[config.mk]
export PLATFORM = sky130hd
export DESIGN_NAME = escaped_frame_receiver_top
export DESIGN_NICKNAME = d
export VERILOG_FILES = /design/src/sv/erx_pkg.sv /design/src/sv/erx_queue.sv /design/src/sv/erx_front.sv /design/src/sv/erx_back.sv /design/src/sv/escaped_frame_receiver_top.sv
export SDC_FILE = /design/constraint.sdc
export NUM_CORES = 1
export LEC_CHECK = 0
export BUFFER_PORTS_ARGS = -buffer_cell sky130_fd_sc_hd__buf_4
export CELL_PAD_IN_SITES_DETAIL_PLACEMENT = 1
export CELL_PAD_IN_SITES_GLOBAL_PLACEMENT = 2
export CORE_ASPECT_RATIO = 0.6
export CORE_MARGIN = 1
export CORE_UTILIZATION = 48
export DETAILED_ROUTE_END_ITERATION = 12
export PLACE_DENSITY = 0.8
export REMOVE_ABC_BUFFERS = 1
export SYNTH_ARGS = -nofsm -noshare
export SYNTH_HDL_FRONTEND = slang
export SYNTH_SLANG_ARGS = --single-unit
[constraint.sdc]
create_clock -name clk -period 3.6 [get_ports clk]
set_input_delay 0.18 -clock clk [delete_from_list [all_inputs] [get_ports clk]]
set_output_delay 0.18 -clock clk [all_outputs]
set_load 0.005 [all_outputs]
[src/sv/erx_pkg.sv]
`timescale 1ns / 1ps
// Shared types and constants for the escaped frame receiver.
// Used by the parser front end, the frame emitter and the top level.
package erx_pkg;

    localparam int unsigned CODE_W = 8;
    localparam int unsigned CFG_IDX_W = 2;

    // Configuration register indexes.
    localparam logic [CFG_IDX_W-1:0] REG_START = 2'd0;
    localparam logic [CFG_IDX_W-1:0] REG_STOP = 2'd1;
    localparam logic [CFG_IDX_W-1:0] REG_ESCAPE = 2'd2;

    // Reset values of the configuration registers.
    localparam logic [CODE_W-1:0] START_RESET = 8'd18;
    localparam logic [CODE_W-1:0] STOP_RESET = 8'd19;
    localparam logic [CODE_W-1:0] ESCAPE_RESET = 8'd125;

    // Parser states.
    localparam logic [1:0] ST_IDLE = 2'd0;
    localparam logic [1:0] ST_READING = 2'd1;
    localparam logic [1:0] ST_ESCAPE = 2'd2;
    localparam logic [1:0] ST_ERROR = 2'd3;

    // Handback of a buffer bank from the emitter to the parser.
    typedef struct packed {
        logic valid;
        logic bank;
    } release_t;

    // One entry of the output queue.
    typedef struct packed {
        logic [CODE_W-1:0] data;
        logic last;
        logic dropped;
    } out_item_t;

endpackage

[src/sv/erx_queue.sv]
`timescale 1ns / 1ps
// Two-entry command queue between the frame parser and the frame emitter.
// Depends on nothing but its WIDTH parameter.
module erx_queue #(
    parameter int unsigned WIDTH = 7
) (
    input  logic             clk,
    input  logic             rst_n,
    input  logic             push,
    input  logic [WIDTH-1:0] push_data,
    output logic             full,
    input  logic             pop,
    output logic             head_valid,
    output logic [WIDTH-1:0] head_data
);

    logic [WIDTH-1:0] entry_reg [2];
    logic             wr_ptr_reg;
    logic             wr_ptr_next;
    logic             rd_ptr_reg;
    logic             rd_ptr_next;
    logic [1:0]       count_reg;
    logic [1:0]       count_next;

    assign full = (count_reg == 2'd2);
    assign head_valid = (count_reg != 2'd0);
    assign head_data = entry_reg[rd_ptr_reg];

    always_comb
    begin
        wr_ptr_next = wr_ptr_reg ^ push;
        rd_ptr_next = rd_ptr_reg ^ pop;
        count_next = count_reg + 2'(push) - 2'(pop);
    end

    always_ff @(posedge clk or negedge rst_n)
    begin
        if (!rst_n)
        begin
            wr_ptr_reg <= 1'b0;
            rd_ptr_reg <= 1'b0;
            count_reg <= 2'd0;
        end
        else
        begin
            wr_ptr_reg <= wr_ptr_next;
            rd_ptr_reg <= rd_ptr_next;
            count_reg <= count_next;
        end
    end

    always_ff @(posedge clk)
    begin
        if (push)
        begin
            entry_reg[wr_ptr_reg] <= push_data;
        end
    end

endmodule

[src/sv/erx_front.sv]
`timescale 1ns / 1ps
// Frame parser: holds the code registers, decodes received bytes, writes the
// frame buffer and queues at most one command per completed frame. Uses erx_pkg.
module erx_front
    import erx_pkg::*;
#(
    parameter int unsigned MAX_FRAME = 16,
    parameter int unsigned LEN_W = 5,
    parameter int unsigned AW = 5
) (
    input  logic                 clk,
    input  logic                 rst_n,
    input  logic                 cfg_we,
    input  logic [CFG_IDX_W-1:0] cfg_index,
    input  logic [CODE_W-1:0]    cfg_data,
    input  logic                 in_valid,
    output logic                 in_ready,
    input  logic [CODE_W-1:0]    rx_byte,
    input  logic [CODE_W-1:0]    sink_free,
    output logic                 cmd_push,
    output logic [LEN_W+1:0]     cmd_data,
    input  logic                 cmd_full,
    input  release_t             bank_release,
    output logic                 buf_we,
    output logic [AW-1:0]        buf_addr,
    output logic [CODE_W-1:0]    buf_wdata
);

    localparam int unsigned CW = (LEN_W > CODE_W) ? LEN_W : CODE_W;

    logic [CODE_W-1:0] start_code_reg;
    logic [CODE_W-1:0] stop_code_reg;
    logic [CODE_W-1:0] escape_code_reg;
    logic [1:0]        state_reg;
    logic [1:0]        state_next;
    logic [LEN_W-1:0]  len_reg;
    logic [LEN_W-1:0]  len_next;
    logic              bank_reg;
    logic              bank_next;
    logic [1:0]        busy_reg;
    logic [1:0]        busy_next;
    logic              accept;
    logic              full_frame;
    logic              store;
    logic              emit;
    logic              deliver;

    // A byte is taken only when the bank it may fill is free and a command
    // for a closing frame is sure to fit in the queue.
    assign in_ready = !busy_reg[bank_reg] && !cmd_full;
    assign accept = in_valid && in_ready;
    assign full_frame = (len_reg == LEN_W'(MAX_FRAME));
    assign deliver = (CW'(sink_free) > CW'(len_reg));

    always_comb
    begin
        state_next = state_reg;
        len_next = len_reg;
        store = 1'b0;
        emit = 1'b0;
        if (accept)
        begin
            unique case (state_reg)
                ST_IDLE:
                begin
                    if (rx_byte == start_code_reg)
                    begin
                        state_next = ST_READING;
                        len_next = '0;
                    end
                end
                ST_READING:
                begin
                    if (full_frame)
                    begin
                        state_next = ST_ERROR;
                    end
                    else if (rx_byte == stop_code_reg)
                    begin
                        state_next = ST_IDLE;
                        emit = 1'b1;
                    end
                    else if (rx_byte == escape_code_reg)
                    begin
                        state_next = ST_ESCAPE;
                    end
                    else
                    begin
                        store = 1'b1;
                    end
                end
                ST_ESCAPE:
                begin
                    if (full_frame)
                    begin
                        state_next = ST_ERROR;
                    end
                    else
                    begin
                        store = 1'b1;
                        state_next = ST_READING;
                    end
                end
                default:
                begin
                    state_next = ST_IDLE;
                    len_next = '0;
                end
            endcase
        end
        if (store)
        begin
            len_next = len_reg + 1'b1;
        end
    end

    // An empty frame with room downstream produces nothing at all.
    always_comb
    begin
        cmd_push = 1'b0;
        cmd_data = {1'b1, bank_reg, len_reg};
        bank_next = bank_reg;
        busy_next = busy_reg;
        if (bank_release.valid)
        begin
            busy_next[bank_release.bank] = 1'b0;
        end
        if (emit)
        begin
            if (deliver)
            begin
                if (len_reg != '0)
                begin
                    cmd_push = 1'b1;
                    cmd_data = {1'b0, bank_reg, len_reg};
                    busy_next[bank_reg] = 1'b1;
                    bank_next = !bank_reg;
                end
            end
            else
            begin
                cmd_push = 1'b1;
            end
        end
    end

    assign buf_we = store;
    assign buf_addr = (bank_reg ? AW'(MAX_FRAME) : AW'(0)) + AW'(len_reg);
    assign buf_wdata = rx_byte;

    always_ff @(posedge clk or negedge rst_n)
    begin
        if (!rst_n)
        begin
            start_code_reg <= START_RESET;
            stop_code_reg <= STOP_RESET;
            escape_code_reg <= ESCAPE_RESET;
            state_reg <= ST_IDLE;
            len_reg <= '0;
            bank_reg <= 1'b0;
            busy_reg <= 2'b00;
        end
        else
        begin
            if (cfg_we)
            begin
                unique case (cfg_index)
                    REG_START: start_code_reg <= cfg_data;
                    REG_STOP: stop_code_reg <= cfg_data;
                    REG_ESCAPE: escape_code_reg <= cfg_data;
                    default: ;
                endcase
            end
            state_reg <= state_next;
            len_reg <= len_next;
            bank_reg <= bank_next;
            busy_reg <= busy_next;
        end
    end

endmodule

[src/sv/erx_back.sv]
`timescale 1ns / 1ps
// Frame emitter: owns the two-bank frame buffer, plays queued commands out
// as result bytes or drop notices and hands banks back. Uses erx_pkg.
module erx_back
    import erx_pkg::*;
#(
    parameter int unsigned MAX_FRAME = 16,
    parameter int unsigned LEN_W = 5,
    parameter int unsigned AW = 5
) (
    input  logic              clk,
    input  logic              rst_n,
    input  logic              buf_we,
    input  logic [AW-1:0]     buf_addr,
    input  logic [CODE_W-1:0] buf_wdata,
    input  logic              cmd_valid,
    input  logic [LEN_W+1:0]  cmd_data,
    output logic              cmd_pop,
    output release_t          bank_release,
    output logic              out_valid,
    input  logic              out_ready,
    output logic [CODE_W-1:0] data_byte,
    output logic              last,
    output logic              dropped
);

    localparam int unsigned DEPTH = 2 * MAX_FRAME;

    logic [CODE_W-1:0] mem [DEPTH];
    logic [CODE_W-1:0] rd_data_reg;

    logic              active_reg;
    logic              active_next;
    logic              drop_reg;
    logic              bank_reg;
    logic [LEN_W-1:0]  len_reg;
    logic [LEN_W-1:0]  idx_reg;
    logic [LEN_W-1:0]  idx_next;

    logic              s1_valid_reg;
    logic              s1_mem_reg;
    logic              s1_last_reg;
    logic              s1_drop_reg;

    out_item_t         fifo_reg [2];
    logic              fifo_wr_reg;
    logic              fifo_rd_reg;
    logic [1:0]        fifo_cnt_reg;
    logic [2:0]        occupancy;
    logic              out_pop;
    logic              issue;
    logic              issue_last;
    logic [AW-1:0]     rd_addr;
    out_item_t         s1_item;

    assign out_pop = out_valid && out_ready;
    // Entries already queued or on their way from the buffer read, less the
    // one that leaves now, must leave room for one more.
    assign occupancy = 3'(fifo_cnt_reg) + 3'(s1_valid_reg) - 3'(out_pop);
    assign issue = active_reg && (occupancy < 3'd2);
    assign issue_last = drop_reg || (idx_reg == len_reg - 1'b1);
    assign cmd_pop = !active_reg && cmd_valid;
    assign rd_addr = (bank_reg ? AW'(MAX_FRAME) : AW'(0)) + AW'(idx_reg);

    always_comb
    begin
        active_next = active_reg;
        idx_next = idx_reg;
        bank_release.valid = 1'b0;
        bank_release.bank = bank_reg;
        if (cmd_pop)
        begin
            active_next = 1'b1;
            idx_next = '0;
        end
        else if (issue)
        begin
            if (issue_last)
            begin
                active_next = 1'b0;
                bank_release.valid = !drop_reg;
            end
            else
            begin
                idx_next = idx_reg + 1'b1;
            end
        end
    end

    always_comb
    begin
        s1_item.data = s1_mem_reg ? rd_data_reg : '0;
        s1_item.last = s1_last_reg;
        s1_item.dropped = s1_drop_reg;
    end

    assign out_valid = (fifo_cnt_reg != 2'd0);
    assign data_byte = fifo_reg[fifo_rd_reg].data;
    assign last = fifo_reg[fifo_rd_reg].last;
    assign dropped = fifo_reg[fifo_rd_reg].dropped;

    always_ff @(posedge clk)
    begin
        if (buf_we)
        begin
            mem[buf_addr] <= buf_wdata;
        end
        if (issue)
        begin
            rd_data_reg <= mem[rd_addr];
        end
    end

    always_ff @(posedge clk)
    begin
        if (cmd_pop)
        begin
            drop_reg <= cmd_data[LEN_W+1];
            bank_reg <= cmd_data[LEN_W];
            len_reg <= cmd_data[LEN_W-1:0];
        end
        if (issue)
        begin
            s1_mem_reg <= !drop_reg;
            s1_last_reg <= issue_last;
            s1_drop_reg <= drop_reg;
        end
        if (s1_valid_reg)
        begin
            fifo_reg[fifo_wr_reg] <= s1_item;
        end
    end

    always_ff @(posedge clk or negedge rst_n)
    begin
        if (!rst_n)
        begin
            active_reg <= 1'b0;
            idx_reg <= '0;
            s1_valid_reg <= 1'b0;
            fifo_wr_reg <= 1'b0;
            fifo_rd_reg <= 1'b0;
            fifo_cnt_reg <= 2'd0;
        end
        else
        begin
            active_reg <= active_next;
            idx_reg <= idx_next;
            s1_valid_reg <= issue;
            fifo_wr_reg <= fifo_wr_reg ^ s1_valid_reg;
            fifo_rd_reg <= fifo_rd_reg ^ out_pop;
            fifo_cnt_reg <= fifo_cnt_reg + 2'(s1_valid_reg) - 2'(out_pop);
        end
    end

endmodule

[src/sv/escaped_frame_receiver_top.sv]
`timescale 1ns / 1ps
// Top level of the escaped frame receiver: parser, command queue and emitter.
// Depends on erx_pkg, erx_front, erx_queue and erx_back.

// The receiver takes one byte per cycle while it parses a frame. Frames are
// stored in one of two buffer banks; when a stop code closes a frame, a
// command goes into a two-entry queue (none for an empty frame with room
// downstream) and the emitter plays the frame out at one byte per cycle
// while the output is taken, as the parser goes on with the next frame in
// the other bank. Input stalls only while the bank the parser would fill is
// still being read out, or while the command queue is full. A drop notice is
// a single output entry. The buffer needs no clearing after reset: only bytes
// written in the current frame are ever read.
module escaped_frame_receiver_top
    import erx_pkg::*;
#(
    parameter int unsigned MAX_FRAME = 16
) (
    input  logic                 clk,
    input  logic                 rst_n,
    input  logic                 cfg_we,
    input  logic [CFG_IDX_W-1:0] cfg_index,
    input  logic [CODE_W-1:0]    cfg_data,
    input  logic                 in_valid,
    output logic                 in_ready,
    input  logic [CODE_W-1:0]    rx_byte,
    input  logic [CODE_W-1:0]    sink_free,
    output logic                 out_valid,
    input  logic                 out_ready,
    output logic [CODE_W-1:0]    data_byte,
    output logic                 last,
    output logic                 dropped
);

    localparam int unsigned LEN_W = $clog2(MAX_FRAME + 1);
    localparam int unsigned AW = $clog2(2 * MAX_FRAME);
    localparam int unsigned CMD_W = LEN_W + 2;

    logic              cmd_push;
    logic [CMD_W-1:0]  cmd_in;
    logic              cmd_full;
    logic              cmd_pop;
    logic              cmd_valid;
    logic [CMD_W-1:0]  cmd_out;
    release_t          bank_release;
    logic              buf_we;
    logic [AW-1:0]     buf_addr;
    logic [CODE_W-1:0] buf_wdata;

    erx_front #(
        .MAX_FRAME (MAX_FRAME),
        .LEN_W     (LEN_W),
        .AW        (AW)
    ) u_front (
        .clk          (clk),
        .rst_n        (rst_n),
        .cfg_we       (cfg_we),
        .cfg_index    (cfg_index),
        .cfg_data     (cfg_data),
        .in_valid     (in_valid),
        .in_ready     (in_ready),
        .rx_byte      (rx_byte),
        .sink_free    (sink_free),
        .cmd_push     (cmd_push),
        .cmd_data     (cmd_in),
        .cmd_full     (cmd_full),
        .bank_release (bank_release),
        .buf_we       (buf_we),
        .buf_addr     (buf_addr),
        .buf_wdata    (buf_wdata)
    );

    erx_queue #(
        .WIDTH (CMD_W)
    ) u_queue (
        .clk        (clk),
        .rst_n      (rst_n),
        .push       (cmd_push),
        .push_data  (cmd_in),
        .full       (cmd_full),
        .pop        (cmd_pop),
        .head_valid (cmd_valid),
        .head_data  (cmd_out)
    );

    erx_back #(
        .MAX_FRAME (MAX_FRAME),
        .LEN_W     (LEN_W),
        .AW        (AW)
    ) u_back (
        .clk          (clk),
        .rst_n        (rst_n),
        .buf_we       (buf_we),
        .buf_addr     (buf_addr),
        .buf_wdata    (buf_wdata),
        .cmd_valid    (cmd_valid),
        .cmd_data     (cmd_out),
        .cmd_pop      (cmd_pop),
        .bank_release (bank_release),
        .out_valid    (out_valid),
        .out_ready    (out_ready),
        .data_byte    (data_byte),
        .last         (last),
        .dropped      (dropped)
    );

endmodule
==> results of run 1 <==
## cell usage after synthesis, types with 4 or more instances
cell type,number,area share
edfxtp_1,308,0.63
mux4_2,80,0.12
nand2_1,22,0.0057
nor2_1,41,0.011
mux2i_1,4,0.0027
nand3b_1,4,0.0021
clkbuf_1,13,0.0033
and2_1,13,0.0056
a21oi_1,7,0.0024
buf_2,6,0.0021
buf_6,4,0.0031
ha_1,23,0.020
dfstp_2,11,0.020
nand4_1,5,0.0021
o21ai_0,4,0.0014
mux2_2,52,0.040
dfrtp_1,38,0.065
nand3_1,11,0.0038
xnor2_1,17,0.010
nor4_1,5,0.0021
inv_1,24,0.0062
xor2_1,23,0.014
## area by class of cell
type	instances	area [µm²]	share of cell area
inverter	24	90.1	0.00532
timing repair buffer	104	853	0.0504
clock inverter	16	158	0.00931
tap	400	500	0.0296
multi-input combinational	347	3860	0.228
sequential	357	10500	0.620
clock buffer	46	970	0.0573
## worst register-to-register path, stage by stage, from the launching register on
cell,delay (ns)
dfrtp_1,0.51
inv_1,0.12
ha_1,0.26
nor4bb_1,0.16
buf_4,0.17
a211oi_1,0.35
a22o_1,0.36
nand2_1,0.42
nor2_1,0.31
buf_4,0.22
## power by group through the flow
stage               Clock, W  Combinational (W)  Sequential, W
floorplan                  0            0.00149        0.00536
global placement           0            0.00230        0.00532
detailed placement         0            0.00238        0.00536
CTS                  0.00370            0.00243        0.00528
global route         0.00383            0.00260        0.00532
finish               0.00363            0.00242        0.00527
## through the flow
stage / std cells / setup slack, ns
2_1_floorplan: 728 / -0.670
3_3_place_gp: 1218 / 0.565
3_5_place_dp: 1218 / 0.480
4_1_cts: 1294 / 0.423
5_1_grt: 1294 / 0.261
6_report: 1294 / 0.434
## logic make-up after synthesis
group           after synthesis
simple gates                120
mux                         136
buf+inv                      49
compound gates               27
flops                       357
fa+ha+maj                    24
xor+xnor                     40
## final timing paths
check | startpoint | end | slack (ns) | cells past startpoint
hold reg to reg | u_back.s1_last_reg$_DFFE_PN_ | u_back.fifo_reg[1][1]$_DFFE_PP_ | 0.46 | 0
hold / removal | rx_byte[4] | u_back.mem[15][4]$_DFFE_PP_ | 0.05 | 1
setup / recovery | u_front.len_reg[0]$_DFFE_PN0P_ | u_back.mem[28][5]$_DFFE_PP_ | 0.43 | 9
setup reg to reg | u_front.len_reg[0]$_DFFE_PN0P_ | u_back.mem[28][5]$_DFFE_PP_ | 0.43 | 9
min in group asynchronous | rst_n | u_back.fifo_cnt_reg[1]$_DFF_PN0_ | 0.23 | 2
max in group asynchronous | rst_n | u_back.idx_reg[0]$_DFFE_PN0P_ | 2.86 | 2
## metal layers
layer / vias up / global-route usage
met5: - / 0
met4: 0 / 0.0492
met3: 50 / 0.0509
li1: 3196 / -
met1: 3915 / 0.353
met2: 230 / 0.337
## timing repair
action / CTS / global route
hold buffers: 14 / 0
setup buffers: 0 / 0
hold endpoints to repair: 81 / 0
==> impl_metrics.env, run 1 <==
export IMPL_run_status="finished clean"
export IMPL_timing_critical_path_mode_cell="buf_4"
export IMPL_buffer_ports_inserted=42
export IMPL_num_fill_cells=2626
export IMPL_routed_via_count=7391
export IMPL_netlist_area_mm2=0.0146
export IMPL_postPlaceCellArea_mm2=0.0157
export IMPL_netSwitchingFraction=0.270
export IMPL_antenna_found_initial=3
export IMPL_critical_path_required_ns=3.82
export IMPL_grt_setup_unrepaired="false"
export IMPL_route_detailed_wl_per_inst_um=26.2
export IMPL_slew_headroom=0.370
export IMPL_synth_compound_area_frac=0.0124
export IMPL_tritoncts="done"
export IMPL_ctsLongestPathBuffers=3
export IMPL_async_flop_share=0.137
export IMPL_fp_dieW_um=227
export IMPL_clock_power_share=0.320
export IMPL_cpLargestDelayFamily="simple AND/OR/NAND/NOR gates"
export IMPL_maxCapViolations=0
export IMPL_total_power_w=0.0113
export IMPL_met2_length_um=15200
export IMPL_grt_first_pass_wirelength_um=50700
export IMPL_critical_path_peak_fanout=8
export IMPL_grt_total_usage=0.230
export IMPL_clock_latency_ns=0.53
export IMPL_cp_num_buf_inv=3
export IMPL_standard_cell_core_area_mm2=0.0293
export IMPL_postLayoutCellArea_mm2=0.0169
export IMPL_finalNetCount=923
export IMPL_floorplan_rows=48
export IMPL_die_y_um=137
export IMPL_yosys_area_share_xor_xnor=0.0240
export IMPL_drc_errors=0
export IMPL_areaGrowthSynthToFinish_pct=16.2
export IMPL_finalHoldViolCount=0
export IMPL_die_area_mm2=0.0311
export IMPL_cp_slowest_stage_delay_ns=0.51
export IMPL_start_util=0.497
export IMPL_final_core_util=0.578
export IMPL_place_congestion=0.830
export IMPL_number_of_global_route_vias_before_repair=7817
export IMPL_synthesis_area_per_instance_um2=19.4
export IMPL_drt_met1_wl_um=15700
export IMPL_yosysUniqueCellTypes=45
export IMPL_synth_seq_area_share=0.720
export IMPL_layout_cells_most_common_list="308 x edfxtp_1, 87 x buf_4, 80 x mux4_2"
export IMPL_synth_mux_area_frac=0.167
export IMPL_routed_top_layer="met4"
export IMPL_power_static_leakage_nw=5.78
export IMPL_grt_start_max_net_pins=50
export IMPL_finalHoldWorstSlack_ns=0.0512
export IMPL_final_setup_skew_ns=0.0148
export IMPL_synth_warning_count=0
export IMPL_dpl_hpwl_um=23000
export IMPL_switching_power_w=0.00306
export IMPL_worst_pin_slew_ns=0.942
export IMPL_drt_iter0_drc=695
export IMPL_ant_nets=0
export IMPL_grt_overflow=0
export IMPL_fin_crit_sh=0.879
export IMPL_crit_path_cells="inv_1 -> ha_1 -> nor4bb_1 -> buf_4 -> a211oi_1 -> a22o_1 -> nand2_1 -> nor2_1 -> buf_4"
export IMPL_drive_above_1_share=0.324
export IMPL_clockRootBuffer="clkbuf_16"
export IMPL_fmaxAchievable_ghz=0.316
export IMPL_synth_edff_count=308
export IMPL_met3RoutedLength_um=2460
export IMPL_synth_top_family_by_area="multiplexers"
export IMPL_yosys_area_share_adder=0.0211
export IMPL_cts_htree_levels=2
export IMPL_timing_hold_worst_class="input pin to flip-flop"
export IMPL_dominantRegCellSynth="edfxtp_1"
export IMPL_tritoncts_num_sinks=357
export IMPL_post_synthesis_share_of_cell_area_spent_on_and_or_nand_and_nor_gates=0.0409
export IMPL_finalWorstPathRequiredPeriod_ns=3.17
export IMPL_synth_cells=753
export IMPL_io_pins=43
export IMPL_power_ir_vdd_worst_uv=411
export IMPL_criticalPathCategory="flip-flop to flip-flop"
export IMPL_totalWireLength_um=33900
export IMPL_cellPowerDensity_mw_per_mm2=669
export IMPL_timing_critical_path_slowest_stage_cell="dfrtp_1"
export IMPL_ys_ff_latch=357
export IMPL_power_combinational_fraction=0.214
export IMPL_final_number_of_setup_violating_endpoints=0
export IMPL_total_iterations_of_the_first_detailed_routing_run=4
export IMPL_critical_path_arrival_ns=3.39
export IMPL_worst_setup_hold_path_clk_slew_ns=0.07
export IMPL_layout_cells_most_common="edfxtp_1"
export IMPL_largest_reg_flops=256
export IMPL_timing_critical_path_from_type="flip-flop"
export IMPL_cell_internal_pwr_w=0.00826
export IMPL_via_per_inst=5.71
export IMPL_finalSetupTns_ns=0
export IMPL_cts_inserted_buffers=34
export IMPL_post_cts_resized_instances=0
export IMPL_antenna_cells=0
export IMPL_worstSetupEndpointType="flip-flop"
export IMPL_seq_power_share=0.466
export IMPL_timing_max_transition_violations_final=0
(Power assumes the default switching activity.)
==> run 2, diff against run 1 <==
--- a/config.mk
+++ b/config.mk
@@ -10,9 +10,9 @@
 export CELL_PAD_IN_SITES_GLOBAL_PLACEMENT = 2
 export CORE_ASPECT_RATIO = 0.6
 export CORE_MARGIN = 1
-export CORE_UTILIZATION = 48
+export CORE_UTILIZATION = 50
 export DETAILED_ROUTE_END_ITERATION = 12
-export PLACE_DENSITY = 0.8
+export PLACE_DENSITY = 0.83
 export REMOVE_ABC_BUFFERS = 1
 export SYNTH_ARGS = -nofsm -noshare
 export SYNTH_HDL_FRONTEND = slang
==> constraint.sdc (replaced) <==
create_clock -name clk -period 3.8 [get_ports clk]
set_input_delay 0.19 -clock clk [delete_from_list [all_inputs] [get_ports clk]]
set_output_delay 0.19 -clock clk [all_outputs]
set_load 0.005 [all_outputs]
==> impl_metrics.env, run 2 (synthesis gave the netlist of run 1 again) <==
export IMPL_slew_headroom=0.218
export IMPL_postLayoutSetupSlackWorst_ns=0.400
export IMPL_timing_critical_path_from_type="flip-flop"
export IMPL_totalWireLength_um=34300
export IMPL_maxCapViolations=0
export IMPL_top_usage_layer="met2"
export IMPL_post_cts_resized_instances=0
export IMPL_drive_above_1_share=0.312
export IMPL_worst_pin_slew_ns=1.17
export IMPL_grt_start_max_net_pins=50
export IMPL_route_detailed_wl_per_inst_um=27.7
export IMPL_worstSetupEndpointType="flip-flop"
export IMPL_finalHoldWorstSlack_ns=0.0239
export IMPL_worstReg2RegEnd="u_back.mem[12][1]$_DFFE_PP_"
export IMPL_power_ir_vdd_worst_uv=410
export IMPL_fin_crit_sh=0.895
export IMPL_tritoncts_num_sinks=357
export IMPL_die_area_mm2=0.0299
export IMPL_critical_path_required_ns=3.94
export IMPL_critical_path_peak_fanout=8
export IMPL_areaGrowthSynthToFinish_pct=14.4
export IMPL_total_iterations_of_the_first_detailed_routing_run=5
export IMPL_grt_total_usage=0.238
export IMPL_drt_iter0_drc=724
export IMPL_worst_setup_hold_path_clk_slew_ns=0.06
export IMPL_grt_overflow=0
export IMPL_antenna_found_initial=3
export IMPL_clockRootBuffer="clkbuf_16"
export IMPL_critical_path_arrival_ns=3.54
export IMPL_final_core_util=0.593
export IMPL_finalHoldViolCount=0
export IMPL_min_to="u_back.fifo_rd_reg$_DFF_PN0_"
export IMPL_buffer_ports_inserted=42
export IMPL_start_util=0.518
export IMPL_finalSetupTns_ns=0
export IMPL_global_route_usage_met3=0.0681
export IMPL_timing_max_transition_violations_final=0
export IMPL_via_per_inst=5.97
export IMPL_antenna_cells=0
export IMPL_floorplan_rows=47
export IMPL_place_congestion=0.828
export IMPL_r2r_slack_ns=0.40
export IMPL_final_number_of_setup_violating_endpoints=0
export IMPL_total_power_w=0.0106
export IMPL_die_y_um=134
export IMPL_layout_cells_most_common="edfxtp_1"
export IMPL_cts_htree_levels=2
export IMPL_grt_setup_unrepaired="false"
export IMPL_dpl_hpwl_um=22700
export IMPL_largest_reg_flops=256
export IMPL_timing_hold_worst_class="input pin to flip-flop"
export IMPL_layout_cells_most_common_list="308 x edfxtp_1, 80 x mux4_2, 75 x buf_4"
export IMPL_finalNetCount=906
export IMPL_run_status="finished clean"
export IMPL_drc_errors=0
export IMPL_power_static_leakage_nw=5.65
export IMPL_worst_r2r_startpoint="u_front.bank_reg$_DFFE_PN0P_"
export IMPL_clock_latency_ns=0.52
export IMPL_cts_inserted_buffers=34
export IMPL_tritoncts="done"
export IMPL_io_pins=43
export IMPL_fmaxAchievable_ghz=0.294
export IMPL_final_setup_skew_ns=0.0134
export IMPL_cellPowerDensity_mw_per_mm2=634
export IMPL_grt_first_pass_wirelength_um=50900
export IMPL_place_ws_ns=0.609
export IMPL_standard_cell_core_area_mm2=0.0281
export IMPL_hp_start="out_ready"
export IMPL_routed_via_count=7408
export IMPL_criticalPathCategory="flip-flop to flip-flop"
export IMPL_hold_path_cell_count=3
export IMPL_finalWorstPathRequiredPeriod_ns=3.40
export IMPL_ant_nets=0
export IMPL_number_of_global_route_vias_before_repair=7771
export IMPL_met1_usage=0.352
export IMPL_ctsLongestPathBuffers=3
export IMPL_reg2reg_depth=6
export IMPL_fp_dieW_um=222
export IMPL_grt_use_met2=0.354
-- run 2: changes by cell type in the layout (fill, tap and decap cells not counted), sizes merged --
| cell | delta |
|---|---|
| buf | -14 |
| dlygate4sd3 | -3 |
| clkbuf | -2 |
| clkinv | -2 |
| bufinv | -1 |
| clkinvlp | +1 |
| inv | +1 |
-- run 2: worst max path at each step --
stage	to	depth (start not counted)	from	slack, ns
CTS	u_back.mem[12][2]$_DFFE_PP_	6	u_front.bank_reg$_DFFE_PN0P_	0.48
floorplan	u_back.rd_data_reg[0]$_DFFE_PN_	3	u_back.idx_reg[0]$_DFFE_PN0P_	-0.47
global placement	u_back.idx_reg[4]$_DFFE_PN0P_	13	u_back.fifo_cnt_reg[1]$_DFF_PN0_	0.74
detailed placement	u_back.mem[28][1]$_DFFE_PP_	6	u_front.bank_reg$_DFFE_PN0P_	0.61
global route	u_back.mem[6][1]$_DFFE_PP_	6	u_front.bank_reg$_DFFE_PN0P_	0.25
finish	u_back.mem[12][1]$_DFFE_PP_	6	u_front.bank_reg$_DFFE_PN0P_	0.40
-- run 2: repair_timing --
| item | 4_1_cts | 5_1_grt |
|---|---|---|
| setup endpoints to repair | 0 | 0 |
| hold buffers | 11 | 0 |
| hold endpoints to repair | 67 | 0 |
| setup buffers | 0 | 0 |
-- run 2: where the power goes --
part | switching, W | internal [W] | total, W
Clock | 0.00144 | 0.00188 | 0.00332
Combinational | 0.00111 | 0.00111 | 0.00222
Sequential | 0.000346 | 0.00469 | 0.00503
Total | 0.00290 | 0.00767 | 0.0106
-- run 2: stage by stage --
stage | std cells | cell area [µm²]
floorplan | 728 | 14400
global placement | 1171 | 15500
detailed placement | 1171 | 15500
CTS | 1241 | 16700
global route | 1241 | 16700
finish | 1241 | 16700
-- run 2: critical path, cell delays in order, from the launching register on --
cell,delay [ns]
dfrtp_1,0.55
mux2i_1,0.55
and4_1,0.34
a21boi_0,0.22
a22o_1,0.32
nand2_1,0.35
nor2_1,0.69
-- run 2: metal layers --
layer	vias to the layer above	part of all wire	routed length, µm
met5	-	0	0
met4	0	0.015	506
met3	53	0.085	2920
met2	273	0.45	15600
met1	3926	0.45	15400
li1	3156	-	-
-- run 2: layout make-up --
type	count	area, µm²
flip-flops and latches	357	10500
well taps	367	459
fillers	2425	11400
clock inverters	15	136
inverters	24	90.1
repair buffers	87	693
multi-input cells	347	3860
clock buffers	44	930
==> run 3, diff against run 2 <==
--- a/config.mk
+++ b/config.mk
@@ -13,6 +13,7 @@
 export CORE_UTILIZATION = 50
 export DETAILED_ROUTE_END_ITERATION = 12
 export PLACE_DENSITY = 0.83
+export RECOVER_POWER = 50
 export REMOVE_ABC_BUFFERS = 1
 export SYNTH_ARGS = -nofsm -noshare
 export SYNTH_HDL_FRONTEND = slang
==> impl_metrics.env, run 3 (synthesis gave the netlist of run 1 again) <==
export IMPL_critical_path_arrival_ns=3.54
export IMPL_final_number_of_setup_violating_endpoints=0
export IMPL_cellPowerDensity_mw_per_mm2=636
export IMPL_critical_path_peak_fanout=8
export IMPL_maxCapViolations=5
export IMPL_clockRootBuffer="clkbuf_16"
export IMPL_drc_errors=0
export IMPL_timing_hold_worst_class="input pin to flip-flop"
export IMPL_post_cts_setup_buffer_count=0
export IMPL_ctsLongestPathBuffers=3
export IMPL_ant_nets=0
export IMPL_worst_pin_slew_ns=1.69
export IMPL_drive_above_1_share=0.288
export IMPL_num_fill_cells=2430
export IMPL_fmaxAchievable_ghz=0.295
export IMPL_fp_dieW_um=222
export IMPL_dp_cells=1171
export IMPL_fin_crit_sh=0.893
export IMPL_timing_max_transition_violations_final=167
export IMPL_totalWireLength_um=34400
export IMPL_total_iterations_of_the_first_detailed_routing_run=5
export IMPL_finish_cell_count_without_fillers=1241
export IMPL_total_power_w=0.0106
export IMPL_die_y_um=134
export IMPL_antenna_cells=0
export IMPL_worstSetupEndpointType="flip-flop"
export IMPL_finalNetCount=906
export IMPL_floorplan_rows=47
export IMPL_layout_cells_most_common="edfxtp_1"
export IMPL_tritoncts="done"
export IMPL_timing_critical_path_slowest_stage_cell="nor2_1"
export IMPL_areaGrowthSynthToFinish_pct=14.0
export IMPL_drt_iter0_drc=641
export IMPL_cts_inserted_buffers=34
export IMPL_grt_total_usage=0.238
export IMPL_grt_start_max_net_pins=50
export IMPL_area_taken_by_flip_flops_and_latches_mm2=0.0105
export IMPL_route_detailed_wl_per_inst_um=27.7
export IMPL_grt_setup_unrepaired="false"
export IMPL_standard_cell_core_area_mm2=0.0281
export IMPL_antenna_found_initial=3
export IMPL_grt_overflow=0
export IMPL_criticalPathCategory="flip-flop to flip-flop"
export IMPL_die_area_mm2=0.0299
export IMPL_io_pins=43
export IMPL_crit_path_cells="mux2i_1 -> and4_1 -> a21boi_0 -> a22o_1 -> nand2_1 -> nor2_1"
export IMPL_critical_path_required_ns=3.94
export IMPL_dpl_hpwl_um=22700
export IMPL_finalHoldViolCount=0
export IMPL_cpLargestDelayFamily="simple AND/OR/NAND/NOR gates"
export IMPL_finalWorstPathRequiredPeriod_ns=3.39
export IMPL_place_congestion=0.828
export IMPL_cts_htree_levels=2
export IMPL_final_setup_skew_ns=0.0152
export IMPL_post_cts_resized_instances=0
export IMPL_cp_slowest_stage_delay_ns=0.69
export IMPL_via_per_inst=5.99
export IMPL_tritoncts_num_sinks=357
export IMPL_area_of_the_multi_input_gates_mm2=0.00386
export IMPL_number_of_global_route_vias_before_repair=7771
export IMPL_hold_buf_cts=11
export IMPL_final_core_util=0.591
export IMPL_worst_setup_hold_path_clk_slew_ns=0.06
export IMPL_largest_reg_flops=256
export IMPL_grt_first_pass_wirelength_um=50900
export IMPL_slew_headroom=-0.129
export IMPL_power_ir_vdd_worst_uv=407
export IMPL_finalSetupTns_ns=0
export IMPL_run_status="complete, but fails checks"
export IMPL_routed_via_count=7437
export IMPL_start_util=0.518
export IMPL_power_static_leakage_nw=5.60
export IMPL_layout_cells_most_common_list="308 x edfxtp_1, 80 x mux4_2, 63 x buf_4"
export IMPL_failed_checks="max-capacitance violations, max-slew violations"
export IMPL_finalHoldWorstSlack_ns=0.0236
export IMPL_cp_num_buf_inv=0
export IMPL_timing_critical_path_from_type="flip-flop"
export IMPL_clock_latency_ns=0.52
export IMPL_buffer_ports_inserted=42
run 3: cell count changes in the layout (fill, tap and decap cells not counted), sizes merged:
cell and change:
buf -12, clkbuf +12
run 3: cell type report:
class / instances / share of cell area
sequential: 357 / 0.631
multi-input combinational: 347 / 0.232
clock buffer: 44 / 0.0559
timing repair buffer: 87 / 0.0390
tap: 367 / 0.0276
clock inverter: 15 / 0.00821
inverter: 24 / 0.00542
run 3: worst paths after layout:
kind                                                     to  slack (ns)                          from  cells after the start
setup / recovery                u_back.mem[12][2]$_DFFE_PP_        0.41  u_front.bank_reg$_DFFE_PN0P_                      6
setup reg to reg                u_back.mem[12][2]$_DFFE_PP_        0.41  u_front.bank_reg$_DFFE_PN0P_                      6
max in group asynchronous     u_back.idx_reg[0]$_DFFE_PN0P_        3.03                         rst_n                      2
min in group asynchronous  u_back.fifo_cnt_reg[1]$_DFF_PN0_        0.24                         rst_n                      2
hold reg to reg             u_back.fifo_reg[1][1]$_DFFE_PP_        0.45  u_back.s1_last_reg$_DFFE_PN_                      0
hold / removal                 u_back.fifo_rd_reg$_DFF_PN0_        0.02                     out_ready                      3
run 3: metal layers:
metal	up-vias	wire, µm	global-route usage
met3	49	2770	0.0681
met4	0	493	0.0498
li1	3165	-	-
met5	-	0	0
met2	263	15500	0.354
met1	3960	15600	0.352
run 3: metrics by stage:
stage / worst slack, ns / area [µm²]
floorplan: -0.470 / 14400
global placement: 0.741 / 15500
detailed placement: 0.609 / 15500
CTS: 0.483 / 16700
global route: 0.189 / 16600
finish: 0.408 / 16600
run 3: where the power goes:
part / leakage (nW) / switching (W) / total, W / internal, W
Sequential: 3.37 / 0.000348 / 0.00503 / 0.00468
Clock: 0.523 / 0.00145 / 0.00332 / 0.00188
Combinational: 1.71 / 0.00111 / 0.00221 / 0.00110
Total: 5.60 / 0.00291 / 0.0106 / 0.00766
run 3: worst register-to-register path, delay by kind of cell, from the launching register on:
kind,cells,cell delay (ns)
simple gates,3,1.39
compound gates,2,0.54
flops,1,0.55
mux,1,0.54
